--- src/s2cd_pkg.sv ---
// package for the seconds to civil date/time converter
// holds widths, pipeline depths, reciprocal constants and shared struct types
// no dependencies
`timescale 1ns / 1ps

package s2cd_pkg;

   localparam int TIME_W   = 41;
   localparam int OFFSET_W = 25;
   localparam int ZU_W     = 27;
   localparam int SOD_W    = 17;
   localparam int YEAR_W   = 18;

   // register stages in each unit
   localparam int DAYS_STAGES  = 5;
   localparam int DATE_STAGES  = 9;
   localparam int CLOCK_STAGES = 4;
   localparam int HMS_DELAY    = DATE_STAGES - CLOCK_STAGES;

   // csr word index
   localparam logic REG_EPOCH_OFFSET = 1'b0;

   // seconds per day = 128 * 675
   localparam int          DAY_SHIFT = 7;
   localparam logic [9:0]  SOD_DIV   = 10'd675;

   // floor division by 675 is done on a biased, non-negative value
   localparam longint unsigned Q675_BIAS = (64'd1 << 33) / 64'd675 + 64'd1;
   localparam longint unsigned U_BIAS    = Q675_BIAS * 64'd675;

   // era bias keeps the shifted day count positive
   localparam longint unsigned ERA_BIAS     = 64'd256;
   localparam longint unsigned DAYS_PER_ERA = 64'd146097;
   localparam longint unsigned ZU_K =
      64'd719468 + ERA_BIAS * DAYS_PER_ERA - Q675_BIAS;

   // exact reciprocals: shift = dividend bits + ceil(log2 divisor)
   localparam int SH_A = 28;   // 18-bit / 675
   localparam int SH_B = 37;   // 27-bit / 675
   localparam int SH_E = 45;   // 27-bit / 146097
   localparam int SH_H = 29;   // 17-bit / 3600
   localparam int SH_M = 18;   // 12-bit / 60
   localparam int SH_F = 29;   // 18-bit / 1460
   localparam int SH_G = 34;   // 18-bit / 36524
   localparam int SH_Y = 27;   // 18-bit / 365
   localparam int SH_C = 16;   // 9-bit / 100
   localparam int SH_P = 19;   // 11-bit / 153
   localparam int SH_D = 14;   // 11-bit / 5

   localparam longint unsigned RCP_A = ((64'd1 << SH_A) + 64'd674) / 64'd675;
   localparam longint unsigned RCP_B = ((64'd1 << SH_B) + 64'd674) / 64'd675;
   localparam longint unsigned RCP_E = ((64'd1 << SH_E) + 64'd146096) / 64'd146097;
   localparam longint unsigned RCP_H = ((64'd1 << SH_H) + 64'd3599) / 64'd3600;
   localparam longint unsigned RCP_M = ((64'd1 << SH_M) + 64'd59) / 64'd60;
   localparam longint unsigned RCP_F = ((64'd1 << SH_F) + 64'd1459) / 64'd1460;
   localparam longint unsigned RCP_G = ((64'd1 << SH_G) + 64'd36523) / 64'd36524;
   localparam longint unsigned RCP_Y = ((64'd1 << SH_Y) + 64'd364) / 64'd365;
   localparam longint unsigned RCP_C = ((64'd1 << SH_C) + 64'd99) / 64'd100;
   localparam longint unsigned RCP_P = ((64'd1 << SH_P) + 64'd152) / 64'd153;
   localparam longint unsigned RCP_D = ((64'd1 << SH_D) + 64'd4) / 64'd5;

   typedef struct packed {
      logic              valid;
      logic [ZU_W-1:0]   zu;    // days since era origin, biased
      logic [SOD_W-1:0]  sod;   // second of day
   } days_type;

   typedef struct packed {
      logic [YEAR_W-1:0] year;
      logic [3:0]        month;
      logic [4:0]        day;
      logic [4:0]        hour;
      logic [5:0]        minute;
      logic [5:0]        second;
   } result_type;

endpackage

--- src/s2cd_days.sv ---
// splits signed seconds into biased day count and second of day
// five register stages; uses s2cd_pkg
`timescale 1ns / 1ps

module s2cd_days import s2cd_pkg::*; (
   input  logic                       clock,
   input  logic                       reset,
   input  logic                       adv,
   input  logic                       in_valid,
   input  logic signed [TIME_W-1:0]   time_seconds,
   input  logic signed [OFFSET_W-1:0] offset_days,
   output days_type                   days_out
);

   logic [DAYS_STAGES-1:0] valid_ff, valid_in;

   logic [34:0] u_a_ff, u_a_in;
   logic [6:0]  lo7_a_ff;

   logic [8:0]  q_hi_b_ff, q_hi_b_in;
   logic [17:0] hi_b_ff;
   logic [16:0] lo17_b_ff;
   logic [6:0]  lo7_b_ff;

   logic [26:0] x_c_ff, x_c_in;
   logic [8:0]  q_hi_c_ff;
   logic [6:0]  lo7_c_ff;

   logic [16:0] q_lo_d_ff, q_lo_d_in;
   logic [26:0] x_d_ff;
   logic [8:0]  q_hi_d_ff;
   logic [6:0]  lo7_d_ff;

   logic [ZU_W-1:0]  zu_e_ff, zu_e_in;
   logic [SOD_W-1:0] sod_e_ff, sod_e_in;

   logic [33:0] s1;
   logic [36:0] prod_a;
   logic [17:0] r_hi;
   logic [54:0] prod_b;
   logic [26:0] r_lo;
   logic [25:0] q_u;
   logic [27:0] zu_sum;

   always_comb begin
      valid_in = {valid_ff[DAYS_STAGES-2:0], in_valid};

      // floor by 128 is the arithmetic shift
      s1     = time_seconds[TIME_W-1:DAY_SHIFT];
      u_a_in = {s1[33], s1} + 35'(U_BIAS);

      prod_a    = 37'(u_a_ff[34:17]) * 37'(RCP_A);
      q_hi_b_in = prod_a[SH_A +: 9];

      r_hi   = hi_b_ff - 18'(19'(q_hi_b_ff) * 19'(SOD_DIV));
      x_c_in = {r_hi[9:0], lo17_b_ff};

      prod_b    = 55'(x_c_ff) * 55'(RCP_B);
      q_lo_d_in = prod_b[SH_B +: 17];

      r_lo     = x_d_ff - 27'(27'(q_lo_d_ff) * 27'(SOD_DIV));
      sod_e_in = {r_lo[9:0], lo7_d_ff};
      q_u      = {q_hi_d_ff, q_lo_d_ff};
      zu_sum   = 28'(q_u) + {{3{offset_days[OFFSET_W-1]}}, offset_days} + 28'(ZU_K);
      zu_e_in  = zu_sum[ZU_W-1:0];
   end

   always_ff @(posedge clock) begin
      if (reset) begin
         valid_ff <= '0;
      end else if (adv) begin
         valid_ff <= valid_in;
      end
   end

   always_ff @(posedge clock) begin
      if (adv) begin
         u_a_ff    <= u_a_in;
         lo7_a_ff  <= time_seconds[DAY_SHIFT-1:0];
         q_hi_b_ff <= q_hi_b_in;
         hi_b_ff   <= u_a_ff[34:17];
         lo17_b_ff <= u_a_ff[16:0];
         lo7_b_ff  <= lo7_a_ff;
         x_c_ff    <= x_c_in;
         q_hi_c_ff <= q_hi_b_ff;
         lo7_c_ff  <= lo7_b_ff;
         q_lo_d_ff <= q_lo_d_in;
         x_d_ff    <= x_c_ff;
         q_hi_d_ff <= q_hi_c_ff;
         lo7_d_ff  <= lo7_c_ff;
         zu_e_ff   <= zu_e_in;
         sod_e_ff  <= sod_e_in;
      end
   end

   assign days_out.valid = valid_ff[DAYS_STAGES-1];
   assign days_out.zu    = zu_e_ff;
   assign days_out.sod   = sod_e_ff;

endmodule

--- src/s2cd_clock.sv ---
// second of day to hour, minute, second, delayed to match the date unit
// uses s2cd_pkg
`timescale 1ns / 1ps

module s2cd_clock import s2cd_pkg::*; (
   input  logic             clock,
   input  logic             adv,
   input  logic [SOD_W-1:0] sod,
   output logic [4:0]       hour,
   output logic [5:0]       minute,
   output logic [5:0]       second
);

   logic [4:0]       h_1_ff, h_1_in, h_2_ff, h_3_ff, h_4_ff;
   logic [SOD_W-1:0] sod_1_ff;
   logic [11:0]      rs_2_ff, rs_2_in, rs_3_ff;
   logic [5:0]       mi_3_ff, mi_3_in, mi_4_ff;
   logic [5:0]       se_4_ff, se_4_in;
   logic [16:0]      hms_ff [HMS_DELAY];
   logic [16:0]      hms_in [HMS_DELAY];

   logic [34:0] prod_h;
   logic [16:0] rs_full;
   logic [24:0] prod_m;
   logic [11:0] se_full;

   always_comb begin
      prod_h  = 35'(sod) * 35'(RCP_H);
      h_1_in  = prod_h[SH_H +: 5];
      rs_full = sod_1_ff - 17'(17'(h_1_ff) * 17'd3600);
      rs_2_in = rs_full[11:0];
      prod_m  = 25'(rs_2_ff) * 25'(RCP_M);
      mi_3_in = prod_m[SH_M +: 6];
      se_full = rs_3_ff - 12'(12'(mi_3_ff) * 12'd60);
      se_4_in = se_full[5:0];
      hms_in[0] = {h_4_ff, mi_4_ff, se_4_ff};
      for (int i = 1; i < HMS_DELAY; i++) begin
         hms_in[i] = hms_ff[i-1];
      end
   end

   always_ff @(posedge clock) begin
      if (adv) begin
         h_1_ff   <= h_1_in;
         sod_1_ff <= sod;
         rs_2_ff  <= rs_2_in;
         h_2_ff   <= h_1_ff;
         mi_3_ff  <= mi_3_in;
         rs_3_ff  <= rs_2_ff;
         h_3_ff   <= h_2_ff;
         se_4_ff  <= se_4_in;
         mi_4_ff  <= mi_3_ff;
         h_4_ff   <= h_3_ff;
         hms_ff   <= hms_in;
      end
   end

   assign hour   = hms_ff[HMS_DELAY-1][16:12];
   assign minute = hms_ff[HMS_DELAY-1][11:6];
   assign second = hms_ff[HMS_DELAY-1][5:0];

endmodule

--- src/s2cd_date.sv ---
// biased day count to proleptic gregorian year, month, day (400-year eras)
// nine register stages, last step combinational; uses s2cd_pkg
`timescale 1ns / 1ps

module s2cd_date import s2cd_pkg::*; (
   input  logic              clock,
   input  logic              reset,
   input  logic              adv,
   input  logic              in_valid,
   input  logic [ZU_W-1:0]   zu,
   output logic              out_valid,
   output logic [YEAR_W-1:0] year,
   output logic [3:0]        month,
   output logic [4:0]        day
);

   logic [DATE_STAGES-1:0] valid_ff, valid_in;

   logic [8:0]      era_1_ff, era_1_in, era_2_ff, era_3_ff, era_4_ff, era_5_ff;
   logic [8:0]      era_6_ff, era_7_ff, era_8_ff;
   logic [ZU_W-1:0] zu_1_ff;
   logic [17:0]     doe_2_ff, doe_2_in, doe_3_ff, doe_4_ff, doe_5_ff, doe_6_ff;
   logic [6:0]      c1460_3_ff, c1460_3_in;
   logic [2:0]      c36524_3_ff, c36524_3_in;
   logic            cfull_3_ff, cfull_3_in;
   logic [17:0]     t_4_ff, t_4_in;
   logic [8:0]      yoe_5_ff, yoe_5_in, yoe_6_ff, yoe_7_ff, yoe_8_ff, yoe_9_ff;
   logic [17:0]     yd_6_ff, yd_6_in;
   logic [8:0]      doy_7_ff, doy_7_in, doy_8_ff, doy_9_ff;
   logic [3:0]      mp_8_ff, mp_8_in;
   logic [8:0]      dbase_9_ff, dbase_9_in;
   logic [3:0]      mon_9_ff, mon_9_in;
   logic [18:0]     era400_9_ff, era400_9_in;

   logic [54:0]        prod_e;
   logic [26:0]        doe_full;
   logic [36:0]        prod_f, prod_g, prod_y;
   logic [18:0]        prod_c;
   logic [2:0]         c100;
   logic [10:0]        v_p, w_d;
   logic [22:0]        prod_p, prod_d;
   logic signed [9:0]  era_s;
   logic signed [18:0] era_wide;
   logic [8:0]         day_full;
   logic [18:0]        year_sum;

   always_comb begin
      valid_in = {valid_ff[DATE_STAGES-2:0], in_valid};

      prod_e   = 55'(zu) * 55'(RCP_E);
      era_1_in = prod_e[SH_E +: 9];

      doe_full = zu_1_ff - 27'(27'(era_1_ff) * 27'(DAYS_PER_ERA));
      doe_2_in = doe_full[17:0];

      prod_f      = 37'(doe_2_ff) * 37'(RCP_F);
      c1460_3_in  = prod_f[SH_F +: 7];
      prod_g      = 37'(doe_2_ff) * 37'(RCP_G);
      c36524_3_in = prod_g[SH_G +: 3];
      // last day of the era is the extra leap day of the 400th year
      cfull_3_in  = (doe_2_ff == 18'd146096);

      t_4_in = doe_3_ff - 18'(c1460_3_ff) + 18'(c36524_3_ff) - 18'(cfull_3_ff);

      prod_y   = 37'(t_4_ff) * 37'(RCP_Y);
      yoe_5_in = prod_y[SH_Y +: 9];

      prod_c  = 19'(yoe_5_ff) * 19'(RCP_C);
      c100    = prod_c[SH_C +: 3];
      yd_6_in = 18'(18'(yoe_5_ff) * 18'd365) + 18'(yoe_5_ff[8:2]) - 18'(c100);

      doy_7_in = 9'(doe_6_ff - yd_6_ff);

      v_p     = 11'(11'(doy_7_ff) * 11'd5) + 11'd2;
      prod_p  = 23'(v_p) * 23'(RCP_P);
      mp_8_in = prod_p[SH_P +: 4];

      w_d        = 11'(11'(mp_8_ff) * 11'd153) + 11'd2;
      prod_d     = 23'(w_d) * 23'(RCP_D);
      dbase_9_in = prod_d[SH_D +: 9];
      // march-based month back to january-based
      mon_9_in   = (mp_8_ff < 4'd10) ? mp_8_ff + 4'd3 : mp_8_ff - 4'd9;
      era_s      = $signed({1'b0, era_8_ff}) - 10'sd256;
      era_wide   = 19'(era_s);
      era400_9_in = era_wide * 19'sd400;

      day_full = doy_9_ff - dbase_9_ff + 9'd1;
      year_sum = era400_9_ff + 19'(yoe_9_ff) + 19'(mon_9_ff <= 4'd2);
   end

   always_ff @(posedge clock) begin
      if (reset) begin
         valid_ff <= '0;
      end else if (adv) begin
         valid_ff <= valid_in;
      end
   end

   always_ff @(posedge clock) begin
      if (adv) begin
         era_1_ff    <= era_1_in;
         zu_1_ff     <= zu;
         doe_2_ff    <= doe_2_in;
         era_2_ff    <= era_1_ff;
         c1460_3_ff  <= c1460_3_in;
         c36524_3_ff <= c36524_3_in;
         cfull_3_ff  <= cfull_3_in;
         doe_3_ff    <= doe_2_ff;
         era_3_ff    <= era_2_ff;
         t_4_ff      <= t_4_in;
         doe_4_ff    <= doe_3_ff;
         era_4_ff    <= era_3_ff;
         yoe_5_ff    <= yoe_5_in;
         doe_5_ff    <= doe_4_ff;
         era_5_ff    <= era_4_ff;
         yd_6_ff     <= yd_6_in;
         doe_6_ff    <= doe_5_ff;
         yoe_6_ff    <= yoe_5_ff;
         era_6_ff    <= era_5_ff;
         doy_7_ff    <= doy_7_in;
         yoe_7_ff    <= yoe_6_ff;
         era_7_ff    <= era_6_ff;
         mp_8_ff     <= mp_8_in;
         doy_8_ff    <= doy_7_ff;
         yoe_8_ff    <= yoe_7_ff;
         era_8_ff    <= era_7_ff;
         dbase_9_ff  <= dbase_9_in;
         mon_9_ff    <= mon_9_in;
         era400_9_ff <= era400_9_in;
         doy_9_ff    <= doy_8_ff;
         yoe_9_ff    <= yoe_8_ff;
      end
   end

   assign out_valid = valid_ff[DATE_STAGES-1];
   assign year      = year_sum[YEAR_W-1:0];
   assign month     = mon_9_ff;
   assign day       = day_full[4:0];

endmodule

--- src/s2cd_outbuf.sv ---
// output register with one skid entry; freezes the pipeline only when the skid is full
// uses s2cd_pkg
`timescale 1ns / 1ps

module s2cd_outbuf import s2cd_pkg::*; (
   input  logic       clock,
   input  logic       reset,
   input  logic       in_valid,
   input  result_type in_res,
   input  logic       out_ready,
   output logic       adv,
   output logic       out_valid,
   output result_type out_res
);

   logic       rsp_valid_ff, rsp_valid_in;
   result_type rsp_res_ff, rsp_res_in;
   logic       skid_valid_ff, skid_valid_in;
   result_type skid_res_ff, skid_res_in;

   always_comb begin
      rsp_valid_in  = rsp_valid_ff;
      rsp_res_in    = rsp_res_ff;
      skid_valid_in = skid_valid_ff;
      skid_res_in   = skid_res_ff;
      if (!rsp_valid_ff || out_ready) begin
         if (skid_valid_ff) begin
            rsp_valid_in  = 1'b1;
            rsp_res_in    = skid_res_ff;
            skid_valid_in = 1'b0;
         end else begin
            rsp_valid_in = in_valid;
            rsp_res_in   = in_res;
         end
      end else if (in_valid && !skid_valid_ff) begin
         skid_valid_in = 1'b1;
         skid_res_in   = in_res;
      end
   end

   always_ff @(posedge clock) begin
      if (reset) begin
         rsp_valid_ff  <= 1'b0;
         skid_valid_ff <= 1'b0;
      end else begin
         rsp_valid_ff  <= rsp_valid_in;
         skid_valid_ff <= skid_valid_in;
      end
   end

   always_ff @(posedge clock) begin
      rsp_res_ff  <= rsp_res_in;
      skid_res_ff <= skid_res_in;
   end

   assign adv       = !skid_valid_ff;
   assign out_valid = rsp_valid_ff;
   assign out_res   = rsp_res_ff;

endmodule

--- src/seconds_to_civil_datetime.sv ---
// channel    | direction | handshake              | payload
// req        | in        | req_tvalid/req_tready  | time_seconds
// rsp        | out       | rsp_tvalid/rsp_tready  | year, month, day, hour, minute, second
// csr        | in/out    | csr_psel/csr_penable   | epoch_offset_days at word 0
//
// one request per cycle while req_tready is high; a result passes 15 register stages,
// the first loaded at the edge that takes its request (5 day split, 9 calendar, 1 output)
// reset clears every valid bit and the day offset; no clearing pass
// the skid entry fills first on a stall, so req_tready falls only once it is full
// depends on s2cd_pkg, s2cd_days, s2cd_clock, s2cd_date, s2cd_outbuf
`timescale 1ns / 1ps

module seconds_to_civil_datetime import s2cd_pkg::*; (
   input  logic        clock,
   input  logic        reset,
   input  logic        req_tvalid,
   output logic        req_tready,
   input  logic [47:0] req_tdata,    // time_seconds[40:0], zero pad
   output logic        rsp_tvalid,
   input  logic        rsp_tready,
   output logic [47:0] rsp_tdata,    // year[17:0], month[21:18], day[26:22],
                                     // hour[31:27], minute[37:32], second[43:38], zero pad
   input  logic        csr_psel,
   input  logic        csr_penable,
   input  logic        csr_pwrite,
   input  logic [2:0]  csr_paddr,
   input  logic [31:0] csr_pwdata,
   output logic [31:0] csr_prdata,
   output logic        csr_pready
);

   logic signed [OFFSET_W-1:0] offset_ff, offset_in;
   logic                       csr_write;
   logic                       adv;
   days_type                   days;
   logic                       date_valid;
   result_type                 res;
   result_type                 rsp_res;

   assign csr_pready = 1'b1;
   assign csr_write  = csr_psel && csr_penable && csr_pwrite && csr_pready;

   always_comb begin
      offset_in = offset_ff;
      if (csr_write && csr_paddr[2] == REG_EPOCH_OFFSET) begin
         offset_in = csr_pwdata[OFFSET_W-1:0];
      end
   end

   always_comb begin
      unique case (csr_paddr[2])
         REG_EPOCH_OFFSET: csr_prdata = 32'(offset_ff);
         default:          csr_prdata = '0;
      endcase
   end

   always_ff @(posedge clock) begin
      if (reset) begin
         offset_ff <= '0;
      end else begin
         offset_ff <= offset_in;
      end
   end

   assign req_tready = adv;

   s2cd_days u_days (
      .clock        (clock),
      .reset        (reset),
      .adv          (adv),
      .in_valid     (req_tvalid),
      .time_seconds (req_tdata[TIME_W-1:0]),
      .offset_days  (offset_ff),
      .days_out     (days)
   );

   s2cd_date u_date (
      .clock     (clock),
      .reset     (reset),
      .adv       (adv),
      .in_valid  (days.valid),
      .zu        (days.zu),
      .out_valid (date_valid),
      .year      (res.year),
      .month     (res.month),
      .day       (res.day)
   );

   s2cd_clock u_clock (
      .clock  (clock),
      .adv    (adv),
      .sod    (days.sod),
      .hour   (res.hour),
      .minute (res.minute),
      .second (res.second)
   );

   s2cd_outbuf u_outbuf (
      .clock     (clock),
      .reset     (reset),
      .in_valid  (date_valid),
      .in_res    (res),
      .out_ready (rsp_tready),
      .adv       (adv),
      .out_valid (rsp_tvalid),
      .out_res   (rsp_res)
   );

   assign rsp_tdata = {4'd0, rsp_res.second, rsp_res.minute, rsp_res.hour,
                       rsp_res.day, rsp_res.month, rsp_res.year};

endmodule

--- config.mk ---
export PLATFORM = sky130hd
export DESIGN_NAME = seconds_to_civil_datetime
export DESIGN_NICKNAME = d
export VERILOG_FILES = /design/src/s2cd_pkg.sv /design/src/s2cd_days.sv /design/src/s2cd_clock.sv /design/src/s2cd_date.sv /design/src/s2cd_outbuf.sv /design/src/seconds_to_civil_datetime.sv
export SDC_FILE = /design/constraint.sdc
export NUM_CORES = 2
export LEC_CHECK = 0
export ABC_AREA = 1
export BUFFER_PORTS_ARGS = -buffer_cell sky130_fd_sc_hd__buf_2
export CAP_MARGIN = 25
export CELL_PAD_IN_SITES_DETAIL_PLACEMENT = 1
export CELL_PAD_IN_SITES_GLOBAL_PLACEMENT = 1
export CORE_UTILIZATION = 38
export CTS_CLUSTER_SIZE = 10
export DETAILED_ROUTE_END_ITERATION = 10
export PLACE_DENSITY = 0.63
export SLEW_MARGIN = 0
export SYNTH_ARGS = -nofsm -noshare
export SYNTH_HDL_FRONTEND = slang
export SYNTH_HIERARCHICAL = 1
export SYNTH_SLANG_ARGS = --single-unit
export TNS_END_PERCENT = 100
--- constraint.sdc ---
create_clock -name clock -period 20.1 [get_ports clock]
set_clock_uncertainty 0.05 [all_clocks]
set_input_delay 3.015 -clock clock [delete_from_list [all_inputs] [get_ports clock]]
set_output_delay 3.015 -clock clock [all_outputs]
set_load 0.005 [all_outputs]
==> results.sh <==
export IMPL_die_area_um2=253000
export IMPL_cts_max_level=3
export IMPL_ys_seq_elements=779
export IMPL_path_max_fanout=27
export IMPL_port_buffers=151
export IMPL_syn_to_final_growth_pct=8.22
export IMPL_grt_busiest_layer="met2"
export IMPL_die_width_um=503
export IMPL_tns_ps=0
export IMPL_yosys_area_share_simple_pct=12.0
export IMPL_synth_largest_area_cell="ha_1"
export IMPL_postCtsSetupBuffers=0
export IMPL_syn_avg_cell_area_um2=9.53
export IMPL_worst_slew_pin_slew_ps=1050
export IMPL_synth_cells_most_frequent="2,540 x inv_1, 1,793 x ha_1, 1,644 x nand2_1, 1,113 x fa_1, 738 x edfxtp_1"
export IMPL_cts_resized=0
export IMPL_final_util_pct=41.4
export IMPL_cts_max_path_buffers=3
export IMPL_synthXorXnorAreaFrac_pct=2.23
export IMPL_die_y_um=503
export IMPL_design_area_um2=103000
export IMPL_worstSetupEndpointType="output pin"
export IMPL_synth_area_mux_share_pct=0
export IMPL_synthDistinctLibCells=65
export IMPL_whs_ps=339
export IMPL_hp_class="reg2reg"
export IMPL_use_met2_pct=38.1
export IMPL_drc_errors=0
export IMPL_clkSlewWorstSetupHoldPaths_ps=50
export IMPL_grt_max_degree=151
export IMPL_drive_above_1_share_pct=4.30
export IMPL_netlist_area_leader_share_pct=23.5
export IMPL_num_io_pins=173
export IMPL_vias_per_cell=4.82
export IMPL_cts_buffers=98
export IMPL_criticalPathCategory="in2out"
export IMPL_cp_slowest_cell="buf_4"
export IMPL_crit_top_cell="buf_2"
export IMPL_drt_iter0_markers=2407
export IMPL_synth_compound_area_share_pct=4.17
export IMPL_worstPathArrival_ps=4100
export IMPL_clkLatencyLatePin_ps=760
export IMPL_synthCells=9997
export IMPL_yosys_area_share_adder_pct=46.9
export IMPL_dr_pass1_iters=5
export IMPL_setup_viol=0
export IMPL_hpwlAfterDp_um=219000
export IMPL_synth_edf_count=738
export IMPL_yosys_warnings=6
export IMPL_core_area_um2=249000
export IMPL_use_met1_pct=25.7
export IMPL_critical_path_startpoint_type="primary input"
export IMPL_synth_most_common_cell="inv_1"
export IMPL_post_route_min_period_ps=7170
export IMPL_cts_tree="built"
export IMPL_maxCapViolCount=0
export IMPL_grt_usage_pct=20.7
export IMPL_overflow=0
export IMPL_period_share_pct=35.7
export IMPL_grt_pass1_wl_um=409000
export IMPL_rows=183
export IMPL_maxSlewViolCount=0
export IMPL_grt_pass1_vias=74794
export IMPL_fmax_ghz=0.139
export IMPL_vias=65763
export IMPL_status="complete, no violations"
export IMPL_cp_slowest_stage_delay_ps=550
export IMPL_fin_nets=13234
export IMPL_place_congestion=0.895
export IMPL_wl_um=254000
export IMPL_cts_root_buf="clkbuf_16"
export IMPL_relSlewSlack_pct=30.0
export IMPL_yosysSeqAreaShare_pct=24.1
export IMPL_met3_usage_pct=1.94
export IMPL_netlist_area_um2=95300
export IMPL_ant_nets=0
export IMPL_hold_viol=0
export IMPL_cp_cell_sequence="buf_2, buf_4, nor2_1, buf_2"
export IMPL_grt_setup_unrepaired="false"
export IMPL_cts_sinks=779
export IMPL_synth_area_top_cells="ha_1 24%, fa_1 23%, edfxtp_1 23%, inv_1 10%, nand2_1 6.5%"
export IMPL_hold_buffers=0
export IMPL_wl_per_cell_um=18.6
export IMPL_ys_async_sr_fraction_pct=0
export IMPL_post_dp_cell_area_um2=100000
export IMPL_antenna_found_initial=7
export IMPL_ys_flop_type="edfxtp_1"
export IMPL_crit_required_ps=17040
export IMPL_synth_top_family_by_area="adder cells"
export IMPL_start_util_pct=38.3
-- cell usage in the layout, fill, tap and decap left out, types with 86 or more instances in the layout --
cell | Yosys | layout
ha_1 | 1793 | 1793
nand2_1 | 1644 | 1643
nor2_1 | 504 | 503
a21oi_1 | 394 | 394
buf_2 | 7 | 151
nand4_1 | 95 | 95
xnor2_1 | 86 | 86
clkbuf_16 | 0 | 99
edfxtp_1 | 738 | 738
o21ai_0 | 159 | 159
xor2_1 | 155 | 155
inv_1 | 2540 | 2540
fa_1 | 1113 | 1113
nand3_1 | 290 | 290
-- flip-flops by register name (all words and copies together) (netlist names), 12 cells and up --
name	cells
u_days/q_lo_d_ff	17
u_days/lo17_b_ff	17
u_days/zu_e_ff	27
u_clock/rs_2_ff	12
u_outbuf/skid_res_ff	44
u_clock/hms_ff	68
u_date/t_4_ff	18
u_clock/sod_1_ff	12
u_days/x_c_ff	27
u_date/doe_2_ff	18
u_outbuf/out_res	44
u_days/sod_e_ff	17
u_date/zu_1_ff	18
u_date/doe_3_ff	18
offset_ff	25
u_days/u_a_ff	35
u_date/era400_9_ff	14
-- layout make-up --
class / instances / area, µm²
clock buffers: 146 / 2690
diodes: 4 / 10.0
repair buffers: 191 / 1080
well taps: 3330 / 4170
fillers: 28619 / 146000
flip-flops and latches: 779 / 23000
inverters: 2568 / 9650
multi-input cells: 6600 / 62300
clock inverters: 25 / 283
-- per-layer routing --
metal | part of all wire, % | wire (µm) | up-vias
met5 | 0.0071 | 18 | -
met4 | 2.8 | 7040 | 4
met3 | 2.0 | 5130 | 272
met2 | 51 | 130000 | 643
met1 | 44 | 112000 | 32957
li1 | - | - | 31887
-- metrics by stage --
step / std cells / worst slack, ps
2_1_floorplan: 10000 / 9010
3_3_place_gp: 13468 / 12940
3_5_place_dp: 13468 / 12900
4_1_cts: 13639 / 12910
5_1_grt: 13642 / 12850
6_report: 13643 / 12930
-- worst paths after layout --
path | startpoint | to | slack [ps] | cells past startpoint
worst min register to register | u_date/era_7_ff[7] | u_date/era_8_ff[7] | 340 | 0
worst min-delay path | u_date/era_7_ff[7] | u_date/era_8_ff[7] | 340 | 0
worst max register to register | u_days/zu_e_ff[3] | u_date/era_1_ff[4] | 13460 | 21
worst max-delay path | csr_paddr[2] | csr_prdata[26] | 12930 | 4
-- cells by family after synthesis --
family / Yosys count
simple gates: 2730
other cells: 2
fa+ha+maj: 2906
buf+inv: 2621
xor+xnor: 242
compound gates: 717
flops: 779
-- critical path, delay by kind of cell --
kind	cells	cell delay, ps
buffers and inverters	3	830
and+or+nand+nor	1	260
Power is not shown: default switching activity piles up to over one toggle a cycle in this logic, so the estimate is an artifact.
